--- src/sv/mnfr_pkg.sv ---
// ----------------------------------------------------------------------------
// mnfr_pkg
// Shared widths, register indexes and control types of the masked,
// normalized row filter.
// ----------------------------------------------------------------------------
package mnfr_pkg;

    localparam int SAMPLE_W   = 16;
    localparam int TAP_IDX_W  = 4;
    localparam int RADIUS_W   = 3;
    localparam int FRAC_W     = 14;
    localparam int VAL_W      = 40;
    localparam int POS_W      = 12;

    localparam int S_TDATA_W  = 40;
    localparam int M_TDATA_W  = 56;
    localparam int M_PAD_W    = M_TDATA_W - VAL_W - POS_W;

    localparam int CFG_IDX_W  = 2;
    localparam int CFG_DATA_W = 16;

    localparam logic [CFG_IDX_W-1:0] CFG_PADDING   = 2'd0;
    localparam logic [CFG_IDX_W-1:0] CFG_NORMALIZE = 2'd1;
    localparam logic [CFG_IDX_W-1:0] CFG_RADIUS    = 2'd2;

    typedef struct packed {
        logic clear;
        logic add;
    } mac_ctl_t;

endpackage

--- src/sv/mnfr_ram.sv ---
// ----------------------------------------------------------------------------
// mnfr_ram
// Generic single-write, single-read RAM with a registered read port.
// ----------------------------------------------------------------------------
module mnfr_ram #(
    parameter int WIDTH = 16,
    parameter int DEPTH = 16
) (
    input  logic                     aclk,
    input  logic                     we,
    input  logic [$clog2(DEPTH)-1:0] waddr,
    input  logic [WIDTH-1:0]         wdata,
    input  logic [$clog2(DEPTH)-1:0] raddr,
    output logic [WIDTH-1:0]         rdata
);

    logic [WIDTH-1:0] mem [DEPTH];
    logic [WIDTH-1:0] rdata_reg;

    always_ff @(posedge aclk) begin
        if (we) begin
            mem[waddr] <= wdata;
        end
        rdata_reg <= mem[raddr];
    end

    assign rdata = rdata_reg;

endmodule

--- src/sv/mnfr_mac.sv ---
// ----------------------------------------------------------------------------
// mnfr_mac
// Shared multiply-accumulate: accumulates tap * sample and the sum of the
// taps that took part.
// ----------------------------------------------------------------------------
module mnfr_mac #(
    parameter int ACC_W = 36,
    parameter int WS_W  = 20
) (
    input  logic                               aclk,
    input  mnfr_pkg::mac_ctl_t                 ctl,
    input  logic signed [mnfr_pkg::SAMPLE_W-1:0] tap,
    input  logic signed [mnfr_pkg::SAMPLE_W-1:0] sample,
    output logic signed [ACC_W-1:0]            acc,
    output logic signed [WS_W-1:0]             wsum
);

    logic signed [2*mnfr_pkg::SAMPLE_W-1:0] prod;
    logic signed [ACC_W-1:0] acc_reg, acc_next;
    logic signed [WS_W-1:0]  wsum_reg, wsum_next;

    assign prod = tap * sample;

    always_comb begin
        acc_next  = acc_reg;
        wsum_next = wsum_reg;
        if (ctl.clear) begin
            acc_next  = '0;
            wsum_next = '0;
        end else if (ctl.add) begin
            acc_next  = acc_reg
                      + {{(ACC_W-2*mnfr_pkg::SAMPLE_W){prod[2*mnfr_pkg::SAMPLE_W-1]}}, prod};
            wsum_next = wsum_reg
                      + {{(WS_W-mnfr_pkg::SAMPLE_W){tap[mnfr_pkg::SAMPLE_W-1]}}, tap};
        end
    end

    always_ff @(posedge aclk) begin
        acc_reg  <= acc_next;
        wsum_reg <= wsum_next;
    end

    assign acc  = acc_reg;
    assign wsum = wsum_reg;

endmodule

--- src/sv/mnfr_div.sv ---
// ----------------------------------------------------------------------------
// mnfr_div
// Restoring unsigned divider, one quotient bit per cycle, most significant
// bit first. Leaves quotient and remainder for the rounding step.
// ----------------------------------------------------------------------------
module mnfr_div #(
    parameter int NW = 50,
    parameter int DW = 20
) (
    input  logic          aclk,
    input  logic          aresetn,
    input  logic          start,
    input  logic [NW-1:0] num,
    input  logic [DW-1:0] den,
    output logic          done,
    output logic [NW-1:0] quo,
    output logic [DW-1:0] rem
);

    localparam int CNT_W = $clog2(NW + 1);

    logic             busy_reg, busy_next;
    logic             done_reg, done_next;
    logic [CNT_W-1:0] cnt_reg, cnt_next;
    logic [NW-1:0]    num_reg, num_next;
    logic [NW-1:0]    quo_reg, quo_next;
    logic [DW-1:0]    rem_reg, rem_next;
    logic [DW-1:0]    den_reg, den_next;
    logic [DW:0]      rem_sh;
    logic [DW:0]      diff;
    logic             fits;

    assign rem_sh = {rem_reg, num_reg[NW-1]};
    assign diff   = rem_sh - {1'b0, den_reg};
    assign fits   = (rem_sh >= {1'b0, den_reg});

    always_comb begin
        busy_next = busy_reg;
        done_next = 1'b0;
        cnt_next  = cnt_reg;
        num_next  = num_reg;
        quo_next  = quo_reg;
        rem_next  = rem_reg;
        den_next  = den_reg;
        if (start) begin
            busy_next = 1'b1;
            cnt_next  = CNT_W'(NW);
            num_next  = num;
            den_next  = den;
            quo_next  = '0;
            rem_next  = '0;
        end else if (busy_reg) begin
            num_next = {num_reg[NW-2:0], 1'b0};
            quo_next = {quo_reg[NW-2:0], fits};
            rem_next = fits ? diff[DW-1:0] : rem_sh[DW-1:0];
            cnt_next = cnt_reg - CNT_W'(1);
            if (cnt_reg == CNT_W'(1)) begin
                busy_next = 1'b0;
                done_next = 1'b1;
            end
        end
    end

    always_ff @(posedge aclk) begin
        if (!aresetn) begin
            busy_reg <= 1'b0;
            done_reg <= 1'b0;
            cnt_reg  <= '0;
        end else begin
            busy_reg <= busy_next;
            done_reg <= done_next;
            cnt_reg  <= cnt_next;
        end
        num_reg <= num_next;
        quo_reg <= quo_next;
        rem_reg <= rem_next;
        den_reg <= den_next;
    end

    assign done = done_reg;
    assign quo  = quo_reg;
    assign rem  = rem_reg;

endmodule

--- src/sv/masked_normalized_fir_row_core.sv ---
// ----------------------------------------------------------------------------
// masked_normalized_fir_row_core
// Per result: the center is read; at or below padding it gives the padding
// value, else the taps run through the MAC, and normalize mode with a nonzero
// tap sum divides (NW = 50 numerator bits), rounds, saturates; emits when free.
// Throughput: one item at a time; s_tready stays low until its last result.
// Reset (aresetn low, synchronous) clears taps, row position and output valid.
// ----------------------------------------------------------------------------
module masked_normalized_fir_row_core #(
    parameter int MAX_RADIUS = 7,
    parameter int MAX_ROW    = 4096
) (
    input  logic                              aclk,
    input  logic                              aresetn,

    // Configuration write port.
    input  logic                              cfg_wr_en,
    input  logic [mnfr_pkg::CFG_IDX_W-1:0]    cfg_index,
    input  logic [mnfr_pkg::CFG_DATA_W-1:0]   cfg_wdata,

    // Input items.
    input  logic                              s_tvalid,
    output logic                              s_tready,
    // s_tdata from bit 0 up: sample[15:0], tap_index[19:16], tap_value[35:20],
    // zero fill [39:36].
    input  logic [mnfr_pkg::S_TDATA_W-1:0]    s_tdata,
    // s_tuser: action (0 row sample, 1 tap load).
    input  logic                              s_tuser,
    // s_tlast: row_end.
    input  logic                              s_tlast,

    // Result items.
    output logic                              m_tvalid,
    input  logic                              m_tready,
    // m_tdata from bit 0 up: value[39:0], position[51:40], zero fill [55:52].
    output logic [mnfr_pkg::M_TDATA_W-1:0]    m_tdata,
    // m_tuser: is_padding.
    output logic                              m_tuser,
    // m_tlast: last_of_row.
    output logic                              m_tlast
);

    localparam int NTAPS  = 2 * MAX_RADIUS + 1;
    localparam int TW     = $clog2(NTAPS);
    localparam int WA     = $clog2(NTAPS);
    localparam int WDEPTH = 1 << WA;
    localparam int CW     = $clog2(MAX_ROW);
    localparam int XW     = CW + 2;
    localparam int ACC_W  = 2 * mnfr_pkg::SAMPLE_W + $clog2(NTAPS);
    localparam int WS_W   = mnfr_pkg::SAMPLE_W + $clog2(NTAPS);
    localparam int NW     = ACC_W + mnfr_pkg::FRAC_W;
    localparam int QW     = NW + 1;
    localparam int SW     = 4;
    localparam int VAL_W  = mnfr_pkg::VAL_W;

    localparam logic [SW-1:0] ST_IDLE  = 4'd0;
    localparam logic [SW-1:0] ST_CEN   = 4'd1;
    localparam logic [SW-1:0] ST_CHK   = 4'd2;
    localparam logic [SW-1:0] ST_MAC   = 4'd3;
    localparam logic [SW-1:0] ST_DRAIN = 4'd4;
    localparam logic [SW-1:0] ST_FIN   = 4'd5;
    localparam logic [SW-1:0] ST_DIV   = 4'd6;
    localparam logic [SW-1:0] ST_RND   = 4'd7;
    localparam logic [SW-1:0] ST_SAT   = 4'd8;
    localparam logic [SW-1:0] ST_EMIT  = 4'd9;

    localparam logic [QW-1:0]    Q_HALF  = QW'(1) << (VAL_W - 1);
    localparam logic [VAL_W-1:0] VAL_MIN = VAL_W'(1) << (VAL_W - 1);
    localparam logic [VAL_W-1:0] VAL_MAX = ~VAL_MIN;

    // ------------------------------------------------------------------
    // Configuration registers.
    // ------------------------------------------------------------------
    logic signed [mnfr_pkg::SAMPLE_W-1:0] pad_reg;
    logic                                 norm_reg;
    logic [mnfr_pkg::RADIUS_W-1:0]        radius_reg;

    always_ff @(posedge aclk) begin
        if (!aresetn) begin
            pad_reg    <= '0;
            norm_reg   <= 1'b1;
            radius_reg <= mnfr_pkg::RADIUS_W'(1);
        end else if (cfg_wr_en) begin
            case (cfg_index)
                mnfr_pkg::CFG_PADDING:   pad_reg    <= cfg_wdata[mnfr_pkg::SAMPLE_W-1:0];
                mnfr_pkg::CFG_NORMALIZE: norm_reg   <= cfg_wdata[0];
                mnfr_pkg::CFG_RADIUS:    radius_reg <= cfg_wdata[mnfr_pkg::RADIUS_W-1:0];
                default: ;
            endcase
        end
    end

    // ------------------------------------------------------------------
    // Input item fields.
    // ------------------------------------------------------------------
    logic signed [mnfr_pkg::SAMPLE_W-1:0] in_sample;
    logic [mnfr_pkg::TAP_IDX_W-1:0]       in_tap_idx;
    logic signed [mnfr_pkg::SAMPLE_W-1:0] in_tap_val;
    logic                                 in_accept;
    logic                                 tap_idx_ok;

    assign in_sample  = s_tdata[15:0];
    assign in_tap_idx = s_tdata[19:16];
    assign in_tap_val = s_tdata[35:20];
    assign in_accept  = s_tvalid && s_tready;
    assign tap_idx_ok = (32'(in_tap_idx) < NTAPS);

    // ------------------------------------------------------------------
    // Sequencer state.
    // ------------------------------------------------------------------
    logic [SW-1:0]                 state_reg, state_next;
    logic [CW-1:0]                 row_cnt_reg, row_cnt_next;
    logic [CW-1:0]                 p_reg, p_next;
    logic [CW-1:0]                 c_reg, c_next;
    logic [CW-1:0]                 c_end_reg, c_end_next;
    logic [mnfr_pkg::RADIUS_W-1:0] r_reg, r_next;
    logic                          end_reg, end_next;
    logic [3:0]                    k_reg, k_next;
    logic                          rd_live_reg, rd_live_next;
    logic [VAL_W-1:0]              res_value_reg, res_value_next;
    logic                          res_pad_reg, res_pad_next;
    logic                          neg_reg, neg_next;
    logic [QW-1:0]                 q_round_reg, q_round_next;
    logic [NTAPS-1:0]              tap_vld_reg;
    logic                          tap_vld_q_reg;

    logic                          m_valid_reg, m_valid_next;
    logic [VAL_W-1:0]              m_value_reg, m_value_next;
    logic [mnfr_pkg::POS_W-1:0]    m_pos_reg, m_pos_next;
    logic                          m_pad_reg, m_pad_next;
    logic                          m_last_reg, m_last_next;

    // ------------------------------------------------------------------
    // Memories. The sample at row position x lives at address x modulo the
    // power-of-two window depth, so the last 2R+1 positions never collide.
    // ------------------------------------------------------------------
    logic                                 win_we;
    logic [WA-1:0]                        win_raddr;
    logic signed [mnfr_pkg::SAMPLE_W-1:0] win_q;
    logic                                 tap_we;
    logic [TW-1:0]                        tap_waddr;
    logic [TW-1:0]                        tap_raddr;
    logic signed [mnfr_pkg::SAMPLE_W-1:0] tap_q;
    logic signed [mnfr_pkg::SAMPLE_W-1:0] tap_eff;

    assign win_we    = in_accept && !s_tuser;
    assign tap_we    = in_accept && s_tuser && tap_idx_ok;
    assign tap_waddr = TW'(in_tap_idx);

    mnfr_ram #(
        .WIDTH (mnfr_pkg::SAMPLE_W),
        .DEPTH (WDEPTH)
    ) u_win_ram (
        .aclk  (aclk),
        .we    (win_we),
        .waddr (WA'(row_cnt_reg)),
        .wdata (in_sample),
        .raddr (win_raddr),
        .rdata (win_q)
    );

    mnfr_ram #(
        .WIDTH (mnfr_pkg::SAMPLE_W),
        .DEPTH (NTAPS)
    ) u_tap_ram (
        .aclk  (aclk),
        .we    (tap_we),
        .waddr (tap_waddr),
        .wdata (in_tap_val),
        .raddr (tap_raddr),
        .rdata (tap_q)
    );

    // A tap that was never loaded since reset reads as zero.
    assign tap_eff = tap_vld_q_reg ? tap_q : '0;

    always_ff @(posedge aclk) begin
        if (!aresetn) begin
            tap_vld_reg <= '0;
        end else if (tap_we) begin
            tap_vld_reg[tap_waddr] <= 1'b1;
        end
        tap_vld_q_reg <= tap_vld_reg[tap_raddr];
    end

    // ------------------------------------------------------------------
    // Shared multiply-accumulate and divider.
    // ------------------------------------------------------------------
    mnfr_pkg::mac_ctl_t       mac_ctl;
    logic signed [ACC_W-1:0]  acc;
    logic signed [WS_W-1:0]   wsum;
    logic [ACC_W-1:0]         acc_mag;
    logic [WS_W-1:0]          wsum_mag;
    logic                     div_start;
    logic                     div_done;
    logic [NW-1:0]            div_quo;
    logic [WS_W-1:0]          div_rem;

    mnfr_mac #(
        .ACC_W (ACC_W),
        .WS_W  (WS_W)
    ) u_mac (
        .aclk   (aclk),
        .ctl    (mac_ctl),
        .tap    (tap_eff),
        .sample (win_q),
        .acc    (acc),
        .wsum   (wsum)
    );

    // The accumulator and tap sum hold still from the end of the tap walk
    // until the next clear, so their magnitudes feed the divider directly.
    assign acc_mag  = acc[ACC_W-1]  ? ACC_W'(-acc)  : ACC_W'(acc);
    assign wsum_mag = wsum[WS_W-1] ? WS_W'(-wsum) : WS_W'(wsum);

    mnfr_div #(
        .NW (NW),
        .DW (WS_W)
    ) u_div (
        .aclk    (aclk),
        .aresetn (aresetn),
        .start   (div_start),
        .num     ({acc_mag, {mnfr_pkg::FRAC_W{1'b0}}}),
        .den     (wsum_mag),
        .done    (div_done),
        .quo     (div_quo),
        .rem     (div_rem)
    );

    // ------------------------------------------------------------------
    // Sequencer.
    // ------------------------------------------------------------------
    logic                          row_done;
    logic [mnfr_pkg::RADIUS_W-1:0] r_eff;
    logic                          p_ge_r;
    logic [XW-1:0]                 x_pos;
    logic                          x_in_row;
    logic [VAL_W-1:0]              pad_scaled;
    logic                          out_free;
    logic [QW-1:0]                 q_neg;

    // The last position a row can hold ends the row like row_end does.
    assign row_done = s_tlast || (row_cnt_reg >= CW'(MAX_ROW - 1));
    assign r_eff    = (32'(radius_reg) > MAX_RADIUS) ? mnfr_pkg::RADIUS_W'(MAX_RADIUS)
                                                     : radius_reg;
    assign p_ge_r   = (row_cnt_reg >= CW'(r_eff));

    // Neighbor position for tap k of center c; may fall before the row start.
    assign x_pos    = XW'(c_reg) - XW'(r_reg) + XW'(k_reg);
    assign x_in_row = !x_pos[XW-1] && (x_pos <= XW'(p_reg));

    assign pad_scaled = {{(VAL_W - mnfr_pkg::SAMPLE_W - mnfr_pkg::FRAC_W){pad_reg[15]}},
                         pad_reg, {mnfr_pkg::FRAC_W{1'b0}}};
    assign out_free   = !m_valid_reg || m_tready;
    assign q_neg      = QW'(0) - q_round_reg;
    assign s_tready   = (state_reg == ST_IDLE);

    always_comb begin
        state_next     = state_reg;
        row_cnt_next   = row_cnt_reg;
        p_next         = p_reg;
        c_next         = c_reg;
        c_end_next     = c_end_reg;
        r_next         = r_reg;
        end_next       = end_reg;
        k_next         = k_reg;
        rd_live_next   = 1'b0;
        res_value_next = res_value_reg;
        res_pad_next   = res_pad_reg;
        neg_next       = neg_reg;
        q_round_next   = q_round_reg;
        m_valid_next   = m_valid_reg && !m_tready;
        m_value_next   = m_value_reg;
        m_pos_next     = m_pos_reg;
        m_pad_next     = m_pad_reg;
        m_last_next    = m_last_reg;
        win_raddr      = WA'(c_reg);
        tap_raddr      = TW'(k_reg);
        mac_ctl.clear  = 1'b0;
        mac_ctl.add    = rd_live_reg && (win_q > pad_reg);
        div_start      = 1'b0;

        case (state_reg)
            ST_IDLE: begin
                if (in_accept && !s_tuser) begin
                    p_next   = row_cnt_reg;
                    r_next   = r_eff;
                    end_next = row_done;
                    if (row_done) begin
                        // Flush every center still owed for this row.
                        c_next       = p_ge_r ? row_cnt_reg - CW'(r_eff) : '0;
                        c_end_next   = row_cnt_reg;
                        row_cnt_next = '0;
                        state_next   = ST_CEN;
                    end else begin
                        row_cnt_next = row_cnt_reg + CW'(1);
                        if (p_ge_r) begin
                            c_next     = row_cnt_reg - CW'(r_eff);
                            c_end_next = row_cnt_reg - CW'(r_eff);
                            state_next = ST_CEN;
                        end
                    end
                end
            end
            ST_CEN: begin
                win_raddr  = WA'(c_reg);
                state_next = ST_CHK;
            end
            ST_CHK: begin
                // A center at or below padding yields the padding value.
                if (win_q <= pad_reg) begin
                    res_value_next = pad_scaled;
                    res_pad_next   = 1'b1;
                    state_next     = ST_EMIT;
                end else begin
                    mac_ctl.clear = 1'b1;
                    k_next        = '0;
                    state_next    = ST_MAC;
                end
            end
            ST_MAC: begin
                // Issue reads for tap k; the product is formed from the registered read data.
                win_raddr    = WA'(x_pos);
                tap_raddr    = TW'(k_reg);
                rd_live_next = x_in_row;
                if (k_reg == {r_reg, 1'b0}) begin
                    state_next = ST_DRAIN;
                end else begin
                    k_next = k_reg + 4'd1;
                end
            end
            ST_DRAIN: begin
                state_next = ST_FIN;
            end
            ST_FIN: begin
                res_pad_next = 1'b0;
                if (!norm_reg) begin
                    res_value_next = {{(VAL_W - ACC_W){acc[ACC_W-1]}}, acc};
                    state_next     = ST_EMIT;
                end else if (wsum == '0) begin
                    res_value_next = pad_scaled;
                    res_pad_next   = 1'b1;
                    state_next     = ST_EMIT;
                end else begin
                    neg_next   = acc[ACC_W-1] ^ wsum[WS_W-1];
                    div_start  = 1'b1;
                    state_next = ST_DIV;
                end
            end
            ST_DIV: begin
                if (div_done) begin
                    state_next = ST_RND;
                end
            end
            ST_RND: begin
                // Round half away from zero: bump when twice the remainder
                // reaches the divisor.
                q_round_next = {1'b0, div_quo}
                             + QW'({div_rem, 1'b0} >= {1'b0, wsum_mag});
                state_next   = ST_SAT;
            end
            ST_SAT: begin
                if (neg_reg) begin
                    res_value_next = (q_round_reg > Q_HALF) ? VAL_MIN : q_neg[VAL_W-1:0];
                end else begin
                    res_value_next = (q_round_reg >= Q_HALF) ? VAL_MAX
                                                             : q_round_reg[VAL_W-1:0];
                end
                state_next = ST_EMIT;
            end
            ST_EMIT: begin
                if (out_free) begin
                    m_valid_next = 1'b1;
                    m_value_next = res_value_reg;
                    m_pos_next   = mnfr_pkg::POS_W'(c_reg);
                    m_pad_next   = res_pad_reg;
                    m_last_next  = end_reg && (c_reg == p_reg);
                    if (c_reg == c_end_reg) begin
                        state_next = ST_IDLE;
                    end else begin
                        c_next     = c_reg + CW'(1);
                        state_next = ST_CEN;
                    end
                end
            end
            default: begin
                state_next = ST_IDLE;
            end
        endcase
    end

    always_ff @(posedge aclk) begin
        if (!aresetn) begin
            state_reg   <= ST_IDLE;
            row_cnt_reg <= '0;
            rd_live_reg <= 1'b0;
            m_valid_reg <= 1'b0;
        end else begin
            state_reg   <= state_next;
            row_cnt_reg <= row_cnt_next;
            rd_live_reg <= rd_live_next;
            m_valid_reg <= m_valid_next;
        end
        p_reg         <= p_next;
        c_reg         <= c_next;
        c_end_reg     <= c_end_next;
        r_reg         <= r_next;
        end_reg       <= end_next;
        k_reg         <= k_next;
        res_value_reg <= res_value_next;
        res_pad_reg   <= res_pad_next;
        neg_reg       <= neg_next;
        q_round_reg   <= q_round_next;
        m_value_reg   <= m_value_next;
        m_pos_reg     <= m_pos_next;
        m_pad_reg     <= m_pad_next;
        m_last_reg    <= m_last_next;
    end

    // ------------------------------------------------------------------
    // Output register.
    // ------------------------------------------------------------------
    assign m_tvalid = m_valid_reg;
    assign m_tdata  = {{mnfr_pkg::M_PAD_W{1'b0}}, m_pos_reg, m_value_reg};
    assign m_tuser  = m_pad_reg;
    assign m_tlast  = m_last_reg;

endmodule

--- config.mk ---
export PLATFORM = sky130hd
export DESIGN_NAME = masked_normalized_fir_row_core
export DESIGN_NICKNAME = d
export VERILOG_FILES = /design/src/sv/mnfr_pkg.sv /design/src/sv/mnfr_ram.sv /design/src/sv/mnfr_mac.sv /design/src/sv/mnfr_div.sv /design/src/sv/masked_normalized_fir_row_core.sv
export SDC_FILE = /design/constraint.sdc
export NUM_CORES = 2
export LEC_CHECK = 0
export BUFFER_PORTS_ARGS = -buffer_cell sky130_fd_sc_hd__buf_2
export CORE_MARGIN = 5
export CORE_UTILIZATION = 33
export DETAILED_ROUTE_END_ITERATION = 6
export PLACE_DENSITY = 0.52
export SKIP_LAST_GASP = 1
export SLEW_MARGIN = 0
export SYNTH_ARGS = -nofsm -noshare
export SYNTH_HDL_FRONTEND = slang
export SYNTH_SLANG_ARGS = --single-unit
--- constraint.sdc ---
create_clock -name aclk -period 11.4 [get_ports aclk]
set_clock_uncertainty 0.2 [all_clocks]
set_input_delay 3.42 -clock aclk [delete_from_list [all_inputs] [get_ports aclk]]
set_output_delay 3.42 -clock aclk [all_outputs]
set_load 0.1 [all_outputs]
; Word level (Yosys, flattened, before mapping)
; Memories as Yosys holds them, arrays and structs flattened. A register that Yosys moved wholly into a read port is not among the register bits.
; Cells that the tools add are included.
[op_classes]
addsub = 14
multipliers = 1
n_lt_le_gt_ge = 13
n_eq_ne = 25
n_mux = 62
bitwise_logic = 5
reduce_logical = 39
[op_table]
columns = cell, count
row1 = $mux W40, 6
row2 = $pmux W40 S3, 1
row3 = $mux W50, 2
row4 = $mux W12, 8
row5 = $add A50 B1 Y51, 1
row6 = $ge A51 B40 Y1 const B, 1
row7 = $gt A51 B40 Y1 const B, 1
row8 = $mux W4, 12
row9 = $ge A21 B20 Y1, 2
row10 = $mux W20, 2
row11 = $pmux W4 S10, 1
row12 = $sub A1 B40 Y40 const A, 1
row13 = $add A36 B36 Y36, 1
row14 = $mux W36, 1
row15 = $neg A36 Y36, 1
row16 = $mul A16 B16 Y32, 1
row17 = $add A12 B1 Y12 const B, 2
row18 = $eq A12 B12 Y1, 2
row19 = $pmux W12 S2, 1
row20 = $mux W1, 21
row21 = $add A20 B20 Y20, 1
row22 = $logic_not A20 Y1, 1
row23 = $neg A20 Y20, 1
row24 = $sub A20 B20 Y20, 1
row25 = 46 further kinds, 87
[word_totals]
regBits = 435
ram_bits = 496
inputBits = 65
output_inout_bits = 60
wordCells = 194
memories = 2
[memory_table]
columns = memory, words, word_bits, read_ports, rd_clocked_by_memory_dff, wr, line
row1 = u_win_ram.mem, 16, 16, 1, 1, 1, mnfr_ram.sv:17  ; logic [WIDTH-1:0] mem [DEPTH];
row2 = u_tap_ram.mem, 15, 16, 1, 1, 1, mnfr_ram.sv:17

; Logic depth before layout (Yosys ltp)
[logic_depth]
ltp_word = 6
mapped_depth = 38
depth_no_buf = 36

; Cells and area by module
; From an unflattened synthesis, not the netlist that was laid out.
[unflattened]
hier_cells = 4753
area_unflattened_um2 = 56520.5
[by_module_without_submodules]
columns = mod, n_inst, cells_each, area_each_um2, seq_area_each_um2
row1 = masked_normalized_fir_row_core, 1, 1561, 15197.1, 6816.5
row2 = mnfr_mac, 1, 1687, 14536.4, 1121.1
row3 = mnfr_ram at u_win_ram, 1, 432, 10042.1, 8007.7
row4 = mnfr_ram at u_tap_ram, 1, 434, 9593.0, 7527.2
row5 = mnfr_div, 1, 639, 7151.9, 3663.5

; Worst setup path before layout
; Ideal clock, no wire load.
[synth_timing]
path_type = register -> register
from = reg tap_vld_q_reg
to = reg u_mac.acc_reg[35] (netlist: u_mac.acc[35])
setup_time_ns = 0.070
arrival_ns = 8.411
required_ns = 11.130
path_slack_ns = 2.719
stages_incl_launch_ff = 36
path_buffers = 3
synth_period_minus_slack_ns = 8.681
cell_sequence = dfxtp_1 clkbuf_1 clkbuf_1 and2_1 clkbuf_1 nand2_1 fa_1 inv_1 fa_1 fa_1 fa_1 fa_1 inv_1 fa_1 inv_1 ha_1 a21o_1 a21oi_1 o21ai_0 o21ai_0 o22ai_1 o21a_1 a211o_1 a21oi_1 xnor2_1 ha_1 a21oi_1 nand2_1 or2_2 nor2_1 o21a_1 nor3_1 a2111oi_0 xor2_1 or3_1 a21oi_1
[synth_via]
elab_chain_cells = 3
[synth_rtl]
columns = element, line
row1 = from (decl), masked_normalized_fir_row_core.sv:125  ; logic tap_vld_q_reg;
row2 = from (signal assigned), masked_normalized_fir_row_core.sv:183  ; tap_vld_q_reg <= tap_vld_reg[tap_raddr];
row3 = $mux W16, masked_normalized_fir_row_core.sv:175  ; assign tap_eff = tap_vld_q_reg ? tap_q : '0;
row4 = $mul A16 B16 Y32, mnfr_mac.sv:22  ; assign prod = tap * sample;
row5 = $add A36 B36 Y36, mnfr_mac.sv:32  ; + {{(ACC_W-2*mnfr_pkg::SAMPLE_W){prod[2*mnfr_pkg::SAMPLE_W-1]}}, prod};
row6 = to (signal assigned), mnfr_mac.sv:39  ; acc_reg <= acc_next;
row7 = to (decl), mnfr_mac.sv:19  ; logic signed [ACC_W-1:0] acc_reg, acc_next;
; No other way between the ends.
; A chain may end at the register's enable or synchronous reset.

; Worst setup path after layout
; Same ends and word-level chain as after synthesis.

==> results_dict.tcl <==
set metrics [dict create \
    worstSkewPairLatency_ns 0.75 \
    finalCriticalPeriod_ns 10.25 \
    cts_max_level 3 \
    grt_pass1_wl_um 219000 \
    leakage_nw 23.7 \
    synthSimpleGateAreaFrac 0.111 \
    synth_compound_area_frac 0.0937 \
    grt_pass1_vias 36000 \
    dp_hpwl_um 98800 \
    synth_fa_ha_area_frac 0.150 \
    die_x_um 417 \
    nets 5408 \
    drt-total-wl_um 142000 \
    cp-end-kind "flip-flop" \
    rows 149 \
    maxSlewViolCount 0 \
    cp.arrival_ns 10.71 \
    rsz0062_at_grt "false" \
    ios 125 \
    core_sq_um 165000 \
    finalHoldViolCount 0 \
    ant_nets 0 \
    whs_ns 0.205 \
    reg2reg_from "tap_vld_q_reg" \
    hold_path_class "flip-flop to flip-flop" \
    gp_congestion 0.827 \
    rr_worst_depth 33 \
    clkPwrFrac 0.224 \
    cpMostUsedCell "fa_1" \
    dr_wl_met3_um 6310 \
    worstReg2RegEnd "u_mac.acc[35]" \
    hold_buffers 0 \
    cts_tree "built" \
    groute.usage.overall 0.162 \
    clk_pin_slew_ns 0.07 \
    cts-resized-gates 0 \
    largest_reg_flops 256 \
    cts_setup_buffers 0 \
    setup.worst_path.class "flip-flop to flip-flop" \
    highest_layer "met4" \
    path_max_fanout 45 \
    min_to "m_value_reg[7]" \
    wl_per_cell_um 19.9 \
    start_util 0.332 \
    wl_met2_um 68800 \
    yosys_warnings 0 \
    clock_sinks 963 \
    yosysUniqueCellTypes 78 \
    min_period_over_period 0.899 \
    ir_drop_v 0.000284 \
    synth.area.top_cells "edfxtp_1 41%, fa_1 9.8%, dfxtp_1 8.0%, ha_1 5.2%, mux4_2 4.0%" \
    yosysTopAreaCellShare 0.408 \
    sw_frac_of_total 0.416 \
    avgSynthCellArea_sq_um 11.5 \
    postSynthCellCount 4750 \
    p_sw_w 0.00657 \
    holdCritStartpoint "res_value_reg[7]" \
    initialDrtViolationCount 2390 \
    final_common_cell "edfxtp_1" \
    netlist_area_sq_um 54700 \
    areaGrowthSynthToFinish_pct 12.7 \
    synth_top_family_by_area "adder cells" \
    worstPathRequired_ns 11.86 \
    yosysTopAreaCell "edfxtp_1" \
    drt-vias-per-instance 5.00 \
    async_flop_share 0 \
    synthFlopType "edfxtp_1" \
    crit_slowest_cell "dfxtp_2" \
    muxShareOfSynthArea 0.0636 \
    fmax_mhz 97.6 \
    powerDensity_nw_per_um2 256 \
    tns_ns 0 \
    io_buffers 116 \
    wl_met1_um 63700 \
    synth_seq_cells 963 \
    p_seq_frac 0.283 \
    reg2reg_setup_slack_ns 1.15 \
    cts.path.max_buffers 3 \
    ys_seq_area_frac 0.488 \
    cts_made_buffers 105 \
    root_buffer "clkbuf_16" \
    slowest_delay_ns 0.79 \
    vias 35600 \
    combPwrFrac 0.493 \
    drc 0 \
    crit_path_start_kind "flip-flop" \
    drv_cap 0 \
    gr-total-overflow 0 \
    grt_max_degree 78 \
    antenna_found_initial 5 \
    finalSetupViolations 0 \
    hold_depth 0 \
    die_y_um 417 \
    drive_above_1_share 0.119 \
    synth_edf_count 743 \
    dp.cells 6930 \
    slew_headroom 0.228 \
    status "completed" \
    mostFrequentLayoutCells "743 x edfxtp_1, 489 x nand2_1, 455 x inv_1" \
    drtPass1Iterations 5 \
    synth_xor_area_frac 0.0464 \
    stdcell_count 7132 \
    worstMarginPinSlew_ns 1.16 \
    power.internal_w 0.00921 \
    die_area_sq_um 174000 \
]
cell families after synthesis:
group,Yosys count
AO/OA/AOI/OAI,830
XOR/XNOR,290
adder cells (fa/ha/maj),495
buffers and inverters,671
flip-flops,963
multiplexers,221
other,1
AND/OR/NAND/NOR,1279
per-stage QoR:
| step | utilization | instance area (sq um) | power, W | setup WS [ns] |
|---|---|---|---|---|
| final | 0.374 | 61700 | 0.0158 | 1.15 |
| after global routing | 0.374 | 61700 | 0.0171 | 0.426 |
| after CTS | 0.374 | 61700 | 0.0159 | 1.14 |
| after detailed placement | 0.352 | 58100 | 0.0123 | 1.18 |
| after global placement | 0.352 | 58100 | 0.0123 | 1.30 |
| after floorplan | - | 54700 | 0.0102 | 2.72 |
power by group through the flow:
stage          registers [W]  clock network [W]  logic (W)
2_1_floorplan        0.00431                  0    0.00588
3_3_place_gp         0.00454                  0    0.00774
3_5_place_dp         0.00454                  0    0.00780
4_1_cts              0.00447            0.00362    0.00785
5_1_grt              0.00449            0.00377    0.00880
6_report             0.00447            0.00353    0.00778
area by class of cell:
type                            instances  area (sq um)
Multi-Input combinational cell       3119         25700
Inverter                              456          1710
Fill cell                           16000        103000
Clock inverter                         74           880
Clock buffer                          125          2730
Antenna cell                            3          7.51
Sequential cell                       963         26700
Tap cell                             2189          2740
Timing Repair Buffer                  203          1230
worst max-delay path: cells and delay by family, from the launching register on:
kind	cells	cell delay [ns]
AND/OR/NAND/NOR	9	2.00
flip-flops	1	0.79
buffers and inverters	5	0.26
XOR/XNOR	1	0.14
AO/OA/AOI/OAI	10	2.85
adder cells (fa/ha/maj)	8	3.88
per-layer routing:
metal,global-route usage,vias up
met5,0,-
met4,0.0425,0
met3,0.0252,172
met2,0.274,717
met1,0.219,17800
li1,-,17000
worst max-delay path by stage:
stage | startpoint | cells past startpoint | slack, ns | to
4_1_cts | tap_vld_q_reg | 33 | 1.14 | u_mac.acc[35]
6_report | tap_vld_q_reg | 33 | 1.15 | u_mac.acc[35]
3_5_place_dp | tap_vld_q_reg | 33 | 1.18 | u_mac.acc[35]
3_3_place_gp | tap_vld_q_reg | 34 | 1.30 | u_mac.acc[35]
5_1_grt | tap_vld_q_reg | 33 | 0.43 | u_mac.acc[35]
2_1_floorplan | tap_vld_q_reg | 35 | 2.72 | u_mac.acc[35]
Yosys cell counts, types with 29 or more instances:
cell	count
or3_1	33
nand3_1	61
nor2_1	262
fa_1	268
a21o_1	42
dfxtp_1	220
ha_1	227
nor2b_1	31
a21boi_0	29
inv_1	455
a211oi_1	39
o21a_1	37
nand2_1	490
mux4_2	98
o31ai_1	37
a22oi_1	30
o22ai_1	31
o21ai_0	224
and2_1	46
xnor2_1	159
nand2b_1	48
clkbuf_1	174
mux2_2	35
edfxtp_1	743
mux2i_1	88
xor2_1	131
nor3_1	62
and3_1	146
a21oi_1	220
Note: power is estimated with default switching activity, not from simulation.
